### src/ccc_pkg.sv
// ----------------------------------------------------------------------------
// ccc_pkg: shared types and constants for the circle collision pipeline
// Fixed-point formats, datapath widths and the side-band records that travel
// beside the square-root and divider cell rows.
// ----------------------------------------------------------------------------
package ccc_pkg;

    localparam int FRAC_BITS  = 16;
    localparam int COORD_BITS = 32;

    localparam int IN_CW  = 31;                 // centre coordinate width
    localparam int IN_RW  = 30;                 // radius width
    localparam int DIFF_W = 32;                 // centre difference width
    localparam int MAG_W  = 31;                 // magnitude of a difference
    localparam int SQ_W   = 2 * MAG_W;          // one square
    localparam int RAD_W  = 64;                 // radicand
    localparam int ROOT_W = RAD_W / 2;          // root bits, one per cell
    localparam int REM_W  = ROOT_W + 2;         // root remainder
    localparam int SUM_W  = IN_RW + 1;          // radius sum, depth
    localparam int K_W    = SUM_W + 2;          // signed radius minus depth
    localparam int QUO_W  = FRAC_BITS + 2;      // normal quotient, one per cell
    localparam int NUM_W  = MAG_W + FRAC_BITS + 1;
    localparam int DREM_W = ROOT_W;             // divider remainder
    localparam int NRM_W  = FRAC_BITS + 2;      // signed normal component
    localparam int PROD_W = (FRAC_BITS + 1) + (K_W - 1);
    localparam int OFS_W  = PROD_W - FRAC_BITS + 1;
    localparam int ACC_W  = OFS_W + 2;

    localparam logic [QUO_W-1:0] ONE_Q = QUO_W'(1) << FRAC_BITS;

    // Travels beside the square-root row
    typedef struct packed {
        logic [IN_CW-1:0] x1;
        logic [IN_CW-1:0] y1;
        logic [IN_RW-1:0] r1;
        logic [SUM_W-1:0] sum;
        logic [MAG_W-1:0] adx;
        logic [MAG_W-1:0] ady;
        logic             sx;
        logic             sy;
    } ccc_side_t;

    // Travels beside the divider row and the output stages
    typedef struct packed {
        logic [IN_CW-1:0]  x1;
        logic [IN_CW-1:0]  y1;
        logic [K_W-1:0]    k;
        logic [SUM_W-1:0]  depth;
        logic [ROOT_W-1:0] span;
        logic              collided;
        logic              zero;
        logic              sx;
        logic              sy;
    } ccc_mid_t;

endpackage

### src/ccc_sqrt_cell.sv
// ----------------------------------------------------------------------------
// ccc_sqrt_cell: one digit of an integer square root
// Takes two radicand bits, yields one root bit, hands all state onward.
// ----------------------------------------------------------------------------
module ccc_sqrt_cell
    import ccc_pkg::*;
(
    input  logic              aclk,
    input  logic              ce,
    input  logic [RAD_W-1:0]  rad_i,
    input  logic [REM_W-1:0]  rem_i,
    input  logic [ROOT_W-1:0] root_i,
    output logic [RAD_W-1:0]  rad_o,
    output logic [REM_W-1:0]  rem_o,
    output logic [ROOT_W-1:0] root_o
);

    logic [RAD_W-1:0]  rad_reg,  rad_next;
    logic [REM_W-1:0]  rem_reg,  rem_next;
    logic [ROOT_W-1:0] root_reg, root_next;
    logic [REM_W+1:0]  rem_sh, trial, diff;
    logic              ge;

    always_comb begin
        rem_sh    = {rem_i, rad_i[RAD_W-1 -: 2]};
        trial     = {2'b00, root_i, 2'b01};
        diff      = rem_sh - trial;
        ge        = (rem_sh >= trial);
        rem_next  = ge ? diff[REM_W-1:0] : rem_sh[REM_W-1:0];
        root_next = {root_i[ROOT_W-2:0], ge};
        rad_next  = {rad_i[RAD_W-3:0], 2'b00};
    end

    always_ff @(posedge aclk) begin
        if (ce) begin
            rad_reg  <= rad_next;
            rem_reg  <= rem_next;
            root_reg <= root_next;
        end
    end

    assign rad_o  = rad_reg;
    assign rem_o  = rem_reg;
    assign root_o = root_reg;

endmodule

### config.mk
export PLATFORM = sky130hd
export DESIGN_NAME = ccc_sqrt_cell
export DESIGN_NICKNAME = d
export VERILOG_FILES = /design/src/ccc_pkg.sv /design/src/ccc_sqrt_cell.sv
export SDC_FILE = /design/constraint.sdc
export NUM_CORES = 1
export LEC_CHECK = 0
export BUFFER_PORTS_ARGS = -buffer_cell sky130_fd_sc_hd__buf_2
export CORE_AREA = 2 2 123 125
export CTS_CLUSTER_SIZE = 28
export DETAILED_ROUTE_END_ITERATION = 10
export DIE_AREA = 0 0 125 127
export PLACE_DENSITY = 0.85
export SLEW_MARGIN = 20
export SYNTH_ARGS = -nofsm -noshare
export SYNTH_HDL_FRONTEND = slang
export SYNTH_SLANG_ARGS = --single-unit
### constraint.sdc
create_clock -name aclk -period 4.4 [get_ports aclk]
set_input_delay 0.44 -clock aclk [delete_from_list [all_inputs] [get_ports aclk]]
set_output_delay 0.44 -clock aclk [all_outputs]
set_load 0.1 [all_outputs]
# Yosys cells after proc, flatten, opt, wreduce, memory -nomap -nowiden
# Cells that the tools add are included.
classes:
  mux: 1
  addsub: 1
  n_lt_le_gt_ge: 1
op_table:
  columns: ["op", "n"]
  rows:
  - ["36-bit by 34-bit >= comparator with 1-bit output", 1]
  - ["34-bit 2-to-1 mux", 1]
  - ["34-bit subtractor", 1]
word_totals:
  out_inout_bits: 130
  wordCells: 6
  reg_bits: 128
  inputBits: 132

# Depth between registers and ports, before layout
logic_depth:
  ltp_word: 2
  mapped_depth: 13
  ltp_nobuf: 10

# Worst setup path after synthesis
# No wires, ideal clock.
synth_timing:
  path_type: "input -> register"
  start: "input root_i[9]"
  end: "register rem_reg[27], in the netlist rem_o[27] (data pin)"
  cell_stages: 10
  path_buffers: 0
  arrival_time_ns: 2.422
  required_ns: 4.140
  slack_ns: 1.717
  setup_time_ns: 0.260
  path_cell_list: "inv_1 > ha_1 > a21o_1 > a31o_1 > a211oi_4 > o211ai_2 > a21bo_2 > mux2i_1 > o221ai_1 > mux2_4"
synth_via:
  elab_chain_cells: 2
  elab_cells_between_ends: 3
  cone_classes: "add/sub: 1; order compare: 1; mux: 1"
synth_rtl:
  columns: ["item", "line", "source"]
  rows:
  - ["start: declaration", "ccc_sqrt_cell.sv:12", "input logic [ROOT_W-1:0] root_i,"]
  - ["34-bit subtractor / 36-bit by 34-bit >= comparator with 1-bit output (equally long branches)", "ccc_sqrt_cell.sv:27, ccc_sqrt_cell.sv:28", null]
  - ["34-bit 2-to-1 mux (*)", "ccc_sqrt_cell.sv:29", "rem_next = ge ? diff[REM_W-1:0] : rem_sh[REM_W-1:0];"]
  - ["via rem_next[27]", "ccc_sqrt_cell.sv:19", "logic [REM_W-1:0] rem_reg, rem_next;"]
  - ["end signal: assignment", "ccc_sqrt_cell.sv:37", "rem_reg <= rem_next;"]
  - ["end: declaration", "ccc_sqrt_cell.sv:19", null]
# Mark *: on every way through the listed nets, which the timed path passes. The rest lies on a longest branch.
# A chain may end at the register's enable or synchronous reset.

# Worst setup path in the final report
layout_timing:
  start: "input rem_i[7]"
  end: "register rem_reg[13], in the netlist rem_o[13] (data pin)"
layout_via:
  elab_chain_cells: 2
  elab_cells_between_ends: 3
  cone_classes: "add/sub: 1; order compare: 1; mux: 1"
layout_rtl:
  columns: ["item", "line", "source"]
  rows:
  - ["start: declaration", "ccc_sqrt_cell.sv:11", "input logic [REM_W-1:0] rem_i,"]
  - ["34-bit subtractor / 36-bit by 34-bit >= comparator with 1-bit output (equally long branches)", "ccc_sqrt_cell.sv:27, ccc_sqrt_cell.sv:28", null]
  - ["34-bit 2-to-1 mux (*)", "ccc_sqrt_cell.sv:29", null]
  - ["via rem_next[13]", "ccc_sqrt_cell.sv:19", null]
# Marked as above.

==> impl_results.md <==
* Result of the run: finished, final reports clean
* Overall global routing resource usage at between 10% and 20%
* Sequential fraction of the synthesis area at between 60 and 70%
* Clock input transition at the sequential cells of the worst setup and hold paths at ~60 ps
* Buffer depth of the longest clock path at 2
* Die boundary width at between 100 and 150 um
* Synthesis Warnings at 0
* Kind of cell adding the most delay to the critical path: compound AO/OA/AOI/OAI gates
* WL/cell at approximately 16 um
* CTS Buf Count at 17
* Post-CTS repair timing setup buffer count at 0
* Height of the die at about 130 um
* Final Net Count at 938
* Endpoints failing setup at 0
* Number of search-and-repair iterations in the first detailed-routing pass at 4
* Hold Crit Class: in2reg
* Total non-filler cell area in the finished layout at 8330 um2
* Final-report max-slew violation count at 0
* Largest net degree at the start of global routing at 106
* Distinct cells, synth at 62
* Largest cells by area after synthesis: edfxtp_1 61%, ha_1 6.7%, nand2_1 3.4%
* Average footprint of a synthesized cell at roughly 12 um2
* Area share of the leading cell type in the synthesized netlist at about 61%
* ANT nets after route at 0
* Sequential power share at 35.3%
* Max-Slew Margin vs Limit at a little under two fifths
* Drt initial violations at slightly above 200
* RSZ-0062 raised after global routing: false
* Number of global-route vias before repair at 4,785
* CTS H-tree depth at 4
* Hold buffer count at cts at 0
* Number of antenna violations at the first check in global routing at 1
* Initial core utilization at 43.8%
* Relative contribution of combinational cells to total power at between 30% and 40%
* Power density of the placed cells at ~520 nW/um2
* Top cell types by occurrence after synthesis: 128 x edfxtp_1, 58 x nand2_1, 42 x inv_1
* Total negative setup slack at 0 ps
* Max-Cap Viols at 0
* IO buf count at about 260
* Internal cell power at 2540 uW
* Area of placed instances at between 7000 and 8000 um2
* TritonCTS clock tree: yes
* Cell with the most instances after synthesis: edfxtp_1
* Placeable core region at about 14,000 um2
* Wire length of the first global-routing pass at roughly 24,000 um
* Standard cell with the maximum stage delay on the critical path: o21a_2
* GR Overflow Total at 0
* Final period utilization at between 60% and 70%
* Data arrival time of the critical path at 3190 ps
* FF+latch count, synth at between 100 and 150
* Final Critical Period at roughly 3000 ps
* Buffer and inverter count on the worst path at 2
* Yosys top cell by area: edfxtp_1
* Layout-stage area growth over the synthesis result at 32.0%
* Leakage at about 0.0037 uW
* Total via count after detailed routing at slightly below 5,000
* TritonCTS sink count at 128
* Type of destination of the critical path: flop
* Critical Path Fanout Max at 33
* Detailed-route DRC error count at 0
* Total wire length at roughly 16,000 um
* Final-report hold violation count at 0
* Classification of the worst setup path: in2reg
* Antenna Diode Count at 0
* CP startpoint kind: input pin
* Top-level I/O count at 262
* Cells after Synth at 507
* Mean number of vias per cell at slightly above 5
* Die outline area at roughly 16,000 um2
* P_sw at around 1800 uW
* Peak clock frequency supported by timing at between 300 and 400 MHz
* Async set-reset flop share out of synthesis at 0%
* Library cell used as clock root buffer: clkbuf_16
* Total instance count after detailed placement at 937
* Clock share of power at between 30% and 40%
* Most used DFF post-synth: edfxtp_1
* Final RePlAce weighted congestion at 0.829
* HPWL after detailed placement at between 10,000 and 15,000 um
* Share of the core filled with cells at slightly below 60%
* Number of rows created at floorplan at 44
* Post-synthesis instance area at 6310 um2
* Number of enable flip-flop cells after synthesis at between 100 and 150
* Largest voltage drop on the vdd net at 204 uV
* CP peak stage delay at approximately 560 ps
* Cell Count, Final, Fillers Out at slightly below 1,000
* Required time worst endpoint at 4540 ps
* Actual transition at the worst max-transition pin at 948 ps
* Switching part of the total at between 40% and 50%
* Cell breakdown of the critical path: buf_2, ha_1, a21o_1, o41ai_2, o211ai_1, a211oi_1, o21a_2, buf_4, o21ai_0
* Number of gates resized after CTS at 0
* Ratio of cells with drive above 1 in the final layout at roughly two fifths
## flip-flops by register name (all words and copies together), names as in the netlist
register and flops:
rad_o 62, rem_o 34, root_o 32
## layer usage
layer  global-route usage, %  vias to the layer above  part of all wire, %
li1                        -                     2410                    -
met1                    21.6                     2264                   40
met2                    33.7                      192                   51
met3                    6.03                       33                  6.5
met4                    8.17                        2                  2.5
met5                       0                        -                0.084
## final cells by class
class,count,area [um2]
flip-flops and latches,128,3840
repair buffers,261,1320
fillers,1190,6090
multi-input cells,321,2220
clock inverters,15,135
inverters,43,163
clock buffers,17,425
well taps,184,230
## layout by cell type, fill, tap and decap left out, types with 5 or more instances in the layout
cell type,synthesis,final
nor2_1,18,18
nand3_1,6,6
xnor2_1,14,14
nor3_1,10,10
ha_1,34,34
a21oi_1,28,28
nand4_1,6,6
clkbuf_16,0,17
xor2_1,13,13
nand2b_1,5,5
nand2_1,58,58
o21ai_0,41,41
a21o_1,19,19
edfxtp_1,128,128
inv_1,42,42
buf_2,6,258
## logic make-up after synthesis
logic type | synth area share (%)
AND/OR/NAND/NOR | 8.88
flip-flops | 60.9
multiplexers | 0.872
AO/OA/AOI/OAI | 14.8
other | 0.0594
buffers and inverters | 4.08
adder cells (fa/ha/maj) | 6.74
XOR/XNOR | 3.74
## path summary, 6_finish.rpt
| path | slack (ps) | end | depth (start not counted) | startpoint |
|---|---|---|---|---|
| setup / recovery | 1350 | rem_o[13] | 9 | rem_i[7] |
| hold / removal | 200 | rad_o[52] | 1 | rad_i[50] |
## per-stage QoR
stage	hold slack (ps)	setup slack [ps]	power (uW)
final	196	1350	4310
after global routing	175	1030	4470
after CTS	176	1310	4350
after detailed placement	618	881	3010
after global placement	616	992	3000
after floorplan	539	1720	2740
## power by group through the flow
stage               clock network [uW]  logic, uW  registers [uW]
detailed placement                   0       1460            1550
floorplan                            0        305            2440
global placement                     0       1450            1540
global route                      1410       1520            1530
CTS                               1360       1470            1530
finish                            1330       1460            1520
Note: power is estimated with default switching activity, not from simulation.
