## src/ccc_pkg.sv

```systemverilog
// ----------------------------------------------------------------------------
// ccc_pkg: shared types and constants for the circle collision pipeline
// Fixed-point formats, datapath widths and the side-band records that travel
// beside the square-root and divider cell rows.
// ----------------------------------------------------------------------------
package ccc_pkg;

    localparam int FRAC_BITS  = 16;
    localparam int COORD_BITS = 32;

    localparam int IN_CW  = 31;                 // centre coordinate width
    localparam int IN_RW  = 30;                 // radius width
    localparam int DIFF_W = 32;                 // centre difference width
    localparam int MAG_W  = 31;                 // magnitude of a difference
    localparam int SQ_W   = 2 * MAG_W;          // one square
    localparam int RAD_W  = 64;                 // radicand
    localparam int ROOT_W = RAD_W / 2;          // root bits, one per cell
    localparam int REM_W  = ROOT_W + 2;         // root remainder
    localparam int SUM_W  = IN_RW + 1;          // radius sum, depth
    localparam int K_W    = SUM_W + 2;          // signed radius minus depth
    localparam int QUO_W  = FRAC_BITS + 2;      // normal quotient, one per cell
    localparam int NUM_W  = MAG_W + FRAC_BITS + 1;
    localparam int DREM_W = ROOT_W;             // divider remainder
    localparam int NRM_W  = FRAC_BITS + 2;      // signed normal component
    localparam int PROD_W = (FRAC_BITS + 1) + (K_W - 1);
    localparam int OFS_W  = PROD_W - FRAC_BITS + 1;
    localparam int ACC_W  = OFS_W + 2;

    localparam logic [QUO_W-1:0] ONE_Q = QUO_W'(1) << FRAC_BITS;

    // Travels beside the square-root row
    typedef struct packed {
        logic [IN_CW-1:0] x1;
        logic [IN_CW-1:0] y1;
        logic [IN_RW-1:0] r1;
        logic [SUM_W-1:0] sum;
        logic [MAG_W-1:0] adx;
        logic [MAG_W-1:0] ady;
        logic             sx;
        logic             sy;
    } ccc_side_t;

    // Travels beside the divider row and the output stages
    typedef struct packed {
        logic [IN_CW-1:0]  x1;
        logic [IN_CW-1:0]  y1;
        logic [K_W-1:0]    k;
        logic [SUM_W-1:0]  depth;
        logic [ROOT_W-1:0] span;
        logic              collided;
        logic              zero;
        logic              sx;
        logic              sy;
    } ccc_mid_t;

endpackage

```

## src/ccc_div_cell.sv

```systemverilog
// ----------------------------------------------------------------------------
// ccc_div_cell: one step of a restoring divider
// Shifts in one dividend bit, subtracts the divisor when it fits.
// ----------------------------------------------------------------------------
module ccc_div_cell
    import ccc_pkg::*;
(
    input  logic              aclk,
    input  logic              ce,
    input  logic [ROOT_W-1:0] divisor,
    input  logic [QUO_W-1:0]  bits_i,
    input  logic [DREM_W-1:0] rem_i,
    input  logic [QUO_W-1:0]  quo_i,
    output logic [QUO_W-1:0]  bits_o,
    output logic [DREM_W-1:0] rem_o,
    output logic [QUO_W-1:0]  quo_o
);

    logic [QUO_W-1:0]  bits_reg, bits_next;
    logic [DREM_W-1:0] rem_reg,  rem_next;
    logic [QUO_W-1:0]  quo_reg,  quo_next;
    logic [DREM_W:0]   trial, diff;
    logic              ge;

    always_comb begin
        trial     = {rem_i, bits_i[QUO_W-1]};
        diff      = trial - {1'b0, divisor};
        ge        = (trial >= {1'b0, divisor});
        rem_next  = ge ? diff[DREM_W-1:0] : trial[DREM_W-1:0];
        quo_next  = {quo_i[QUO_W-2:0], ge};
        bits_next = {bits_i[QUO_W-2:0], 1'b0};
    end

    always_ff @(posedge aclk) begin
        if (ce) begin
            bits_reg <= bits_next;
            rem_reg  <= rem_next;
            quo_reg  <= quo_next;
        end
    end

    assign bits_o = bits_reg;
    assign rem_o  = rem_reg;
    assign quo_o  = quo_reg;

endmodule

```

## config.mk

```make
export PLATFORM = sky130hd
export DESIGN_NAME = ccc_div_cell
export DESIGN_NICKNAME = d
export VERILOG_FILES = /design/src/ccc_pkg.sv /design/src/ccc_div_cell.sv
export SDC_FILE = /design/constraint.sdc
export NUM_CORES = 1
export LEC_CHECK = 0
export ABC_AREA = 0
export BUFFER_PORTS_ARGS = -buffer_cell sky130_fd_sc_hd__buf_2
export CORE_MARGIN = 3
export CORE_UTILIZATION = 45
export DETAILED_ROUTE_END_ITERATION = 7
export HOLD_SLACK_MARGIN = 0.02
export PLACE_DENSITY_LB_ADDON = 0.1
export SYNTH_ARGS = -nofsm -noshare
export SYNTH_HDL_FRONTEND = slang
export SYNTH_SLANG_ARGS = --single-unit
```

## constraint.sdc

```tcl
create_clock -name aclk -period 2.8 [get_ports aclk]
set_input_delay 0.56 -clock aclk [delete_from_list [all_inputs] [get_ports aclk]]
set_output_delay 0.56 -clock aclk [all_outputs]
set_load 0.01 [all_outputs]
```

Yosys cells after proc, flatten, opt, wreduce, memory -nomap -nowiden:

Cells that the tools add are included.

* $add $sub $neg: 1
* mux-type cells: 1
* order comparisons: 1

Operators by type and width (count)
* $ge A33 B32 Y1: 1
* $mux W32: 1
* $sub A32 B32 Y32: 1

* flip-flop bits (word level): 67
* output and inout bits: 68
* input port bits: 102
* word-level logic and storage cells: 6

Longest topological paths before layout:

* word-level depth: 2
* depth in mapped cells: 13
* mapped depth without buffers: 11

Worst setup path before layout:

Ideal clock, no wire load.

* path kind: input -> register
* from: in divisor[23]
* to: reg rem_reg[14], in the netlist rem_o[14] (data pin)
* path slack: -0.128 ns
* setup time: 0.260 ns
* data required time: 2.540 ns
* arrival time: 2.668 ns
* buffers on the path: 2
* cell stages on the path: 11
* cells stage by stage: inv_1 -> ha_1 -> buf_6 -> and3_1 -> o21a_1 -> a311oi_2 -> o21ai_1 -> or3b_1 -> o21a_1 -> buf_6 -> mux2_4

* word-level cells in the longest chain between the ends: 2

Ends and longest elaborated chain
* from (decl): line ccc_div_cell.sv:10 `input logic [ROOT_W-1:0] divisor,`
* $ge A33 B32 Y1: line ccc_div_cell.sv:28 `ge = (trial >= {1'b0, divisor});`
* $mux W32: line ccc_div_cell.sv:29 `rem_next = ge ? diff[DREM_W-1:0] : trial[DREM_W-1:0];`
* net rem_next[14]: line ccc_div_cell.sv:20 `logic [DREM_W-1:0] rem_reg, rem_next;`
* to (signal assigned): line ccc_div_cell.sv:37 `rem_reg <= rem_next;`
* to (decl): line ccc_div_cell.sv:20

The timed path passes the listed nets, and every way through them passes these cells.
A chain may end at the register's enable or synchronous reset.

Worst setup path in the final report:

* from: in divisor[23]
* to: reg rem_reg[5], in the netlist rem_o[5] (data pin)

The elaborated chain is that of the path after synthesis.

==> impl_results.md <==
- Status: finished, violations left
- Failing checks: setup timing
- Max-Cap Viols: 0
- Fin Hold WS: approximately 0.39 ns
- Initial DRC count: 125
- CP endpoint kind: flop
- CP Max Fanout: 8
- Worst setup path category: in -> reg
- Clock Power Share: around 25%
- Slew of the pin with the lowest slew margin: just under 0.7 ns
- Die X: about 100 um
- Initial antenna violation count: 0
- Sequential element share of the synthesized area: a little under half
- Area after DPL: between 0.006 and 0.007 mm^2
- Post-DRT Antenna Nets: 0
- DR vias: just over 4,000
- Ant diodes: 0
- CTS max path bufs: 2
- Flop pwr share: 39.4%
- DRC viols: 0
- Crit path DAT: 2.90 ns
- CTS Sinks: 67
- Core Box Area: between 0.009 and 0.01 mm^2
- Min Tclk post-route: roughly 2.8 ns
- Clock transition at path regs: approximately 0.080 ns
- Fmax: 355.8 MHz
- First-pass GRT wire length: roughly 19,000 um
- Hold Path End: quo_o[5]
- Total congestion overflow: 0
- Nets@finish: around 820
- Finished layout cell area: around 0.0064 mm^2
- Crit-path cells: buf_4 -> inv_6 -> ha_4 -> a21o_1 -> o21a_1 -> a311oi_2 -> o21ai_2 -> or3b_1 -> o21a_4 -> buf_12 -> buf_8 -> a31o_2
- Worst Hold Launch: quo_i[4]
- Post-DR vias/cell: 4.972
- TritonCTS clock tree: done
- Hold_buf cts: 0
- Leakage: roughly 3.0 nW
- Total global-route track usage: about a fifth
- Number of global-route vias before repair: between 4,000 and 5,000
- Flops & latches, synth: 67
- Fraction of layout instances using a drive strength above 1: 47.98%
- Hold depth: 1
- # port buffers: about 170
- Kind of start point of the critical path: primary input
- Rel. slew slack: between 50% and 60%
- Pwr Density: around 500 mW/mm^2
- I/O pin cnt: 170
- Post-synth EDFFs: between 60 and 70
- Drt total wl: 11,760 um
- Slew Limit Fails: 0
- Clock Tree Root: clkbuf_8
- Detailed placer's ending HPWL: 8938 um
- Cell variety after synth: 50
- Drt pass-1 iters: 4
- Tcrit/Tclk final: 100.4%
- Max IR drop VDD: around 0.27 mV
- DR WL/cell: 14.33 um
- Final setup viols: 1
- RePlAce Congestion: between 0.8 and 0.9
- Gate power share: approximately a third
- Post-synthesis cell count: between 400 and 500
- Synth warnings: 0
- Synth Area per Inst: 10.16 um^2
- Switching power: around 1000 uW
- Sw Share: 30.70%
- Cts bufs inserted: 9
- HP Class: in -> reg
- CP peak stage delay: ~0.38 ns
- Cell Area, Synth: approximately 0.0044 mm^2
- RSZ-0062 raised after global routing: true
- CP max-delay cell: or3b_1
- Worst EP required: approximately 2.9 ns
- Largest net degree at the start of global routing: 27
- Final hold violations: 0
- Net Count, Synth: between 500 and 600
- Top FF cell, synth: edfxtp_1
- Starting density of the core: a little under half
- Final setup margin: -0.01034 ns
- Die area: between 0.01 and 0.015 mm^2
- Row count: 35
- Area grow syn2layout: 48.17%
- Internal power: about 2.3 mW
- Die height: between 100 and 150 um
- H-tree depth: 3
- Post-synth ARST share: 0%
[how the worst max path moves through the flow]
| stage | startpoint | to | slack, ns | cells past startpoint |
|---|---|---|---|---|
| 4_1_cts | divisor[2] | rem_o[31] | 0.03 | 11 |
| 3_5_place_dp | bits_i[17] | rem_o[30] | -0.47 | 12 |
| 6_report | divisor[23] | rem_o[5] | -0.01 | 12 |
| 2_1_floorplan | rem_i[22] | rem_o[14] | -0.03 | 10 |
| 3_3_place_gp | bits_i[17] | rem_o[30] | -0.36 | 12 |
| 5_1_grt | divisor[23] | rem_o[5] | -0.04 | 12 |
[cell families (layout without fill, tap and decap cells)]
family / after synthesis / in the layout / synth area share [%]
flops: 67 / 67 / 46.25
other cells: 1 / 1 / 0.08620
buf+inv: 64 / 328 / 6.701
compound gates: 120 / 120 / 16.83
mux: 10 / 10 / 3.221
xor+xnor: 26 / 26 / 5.234
simple gates: 107 / 107 / 12.02
fa+ha+maj: 33 / 33 / 9.663
[metrics by stage]
step	instances	TNS, ns	total power, mW	setup slack (ns)	utilization, %
after global placement	796	-7.270	2.342	-0.3559	64.61
final	821	-0.01034	3.251	-0.01034	69.11
after detailed placement	796	-9.083	2.361	-0.4700	64.61
after floorplan	428	-0.4390	1.900	-0.02613	-
after global routing	821	-0.4298	3.433	-0.04262	69.11
after CTS	813	0	3.208	0.03312	67.02
[routing by layer]
layer,up-vias,GRT usage [%],wire length (um)
met5,-,0,0
met4,0,5.413,144
met3,12,4.469,621
met2,134,35.61,5707
met1,1874,26.27,5290
li1,2062,-,-
[cells in the mapped netlist (4+ instances only)]
| cell | count | area (um^2) |
|---|---|---|
| o21bai_1 | 5 | 37.54 |
| nand4_1 | 8 | 50.05 |
| xor2_1 | 10 | 87.58 |
| nor2_1 | 37 | 138.9 |
| a21o_1 | 8 | 60.06 |
| nand2_1 | 24 | 90.09 |
| xnor2_1 | 16 | 140.1 |
| inv_1 | 46 | 172.7 |
| o31ai_1 | 7 | 52.55 |
| o21ai_0 | 17 | 85.08 |
| clkbuf_1 | 6 | 22.52 |
| nand2b_1 | 7 | 43.79 |
| buf_2 | 5 | 25.02 |
| edfxtp_1 | 67 | 2012 |
| ha_1 | 32 | 400.4 |
| buf_6 | 5 | 56.30 |
| mux2_4 | 8 | 120.1 |
| nand3_1 | 8 | 40.04 |
| a21oi_1 | 54 | 270.3 |
| o21a_1 | 6 | 45.04 |
| o21ai_1 | 4 | 20.02 |
[worst max-delay path, delay by kind of cell]
family / cells / cell delay, ns
fa+ha+maj: 1 / 0.25
simple gates: 1 / 0.38
compound gates: 6 / 1.29
buf+inv: 4 / 0.41
[repair_timing]
item | in CTS | in global routing
pin swaps | 2 | 8
setup endpoints to repair | 3 | 23
cloned | 0 | 1
gates resized for setup | 4 | 29
buffers inserted | 1 | 7
[placed cells by master, fill, tap and decap left out, drive strengths merged, types with 3 or more instances in the layout]
| cell type | count |
|---|---|
| ha | 32 |
| mux2 | 8 |
| a2111oi | 4 |
| o21ai | 21 |
| a211oi | 3 |
| xnor2 | 16 |
| inv | 47 |
| clkbuf | 10 |
| o21a | 6 |
| edfxtp | 67 |
| nand4 | 8 |
| clkinv | 3 |
| a21oi | 55 |
| xor2 | 10 |
| and2 | 3 |
| o21bai | 5 |
| o31ai | 7 |
| nand2 | 24 |
| nor3 | 3 |
| a21o | 8 |
| nor2 | 37 |
| nand3 | 8 |
| buf | 265 |
| nand2b | 7 |
[area by class of cell]
type                    instances  area, um^2
clock buffers                   9       123.9
inverters                      46       177.7
well taps                     129       161.4
flip-flops and latches         67        2012
fillers                       747        2882
repair buffers                266        1669
clock inverters                 7       76.32
multi-input cells             297        2226
[power groups by stage]
stage / sequential, mW / combinational [mW] / clock [mW]
floorplan: 1.38 / 0.520 / 0
detailed placement: 1.30 / 1.06 / 0
global placement: 1.30 / 1.04 / 0
finish: 1.28 / 1.14 / 0.827
global route: 1.29 / 1.25 / 0.888
CTS: 1.28 / 1.07 / 0.853
[registers in the layout, summed over array words and instances, names as in the netlist]
| signal | flops |
|---|---|
| rem_o | 32 |
| quo_o | 18 |
| bits_o | 17 |
Note: power is estimated with default switching activity, not from simulation.
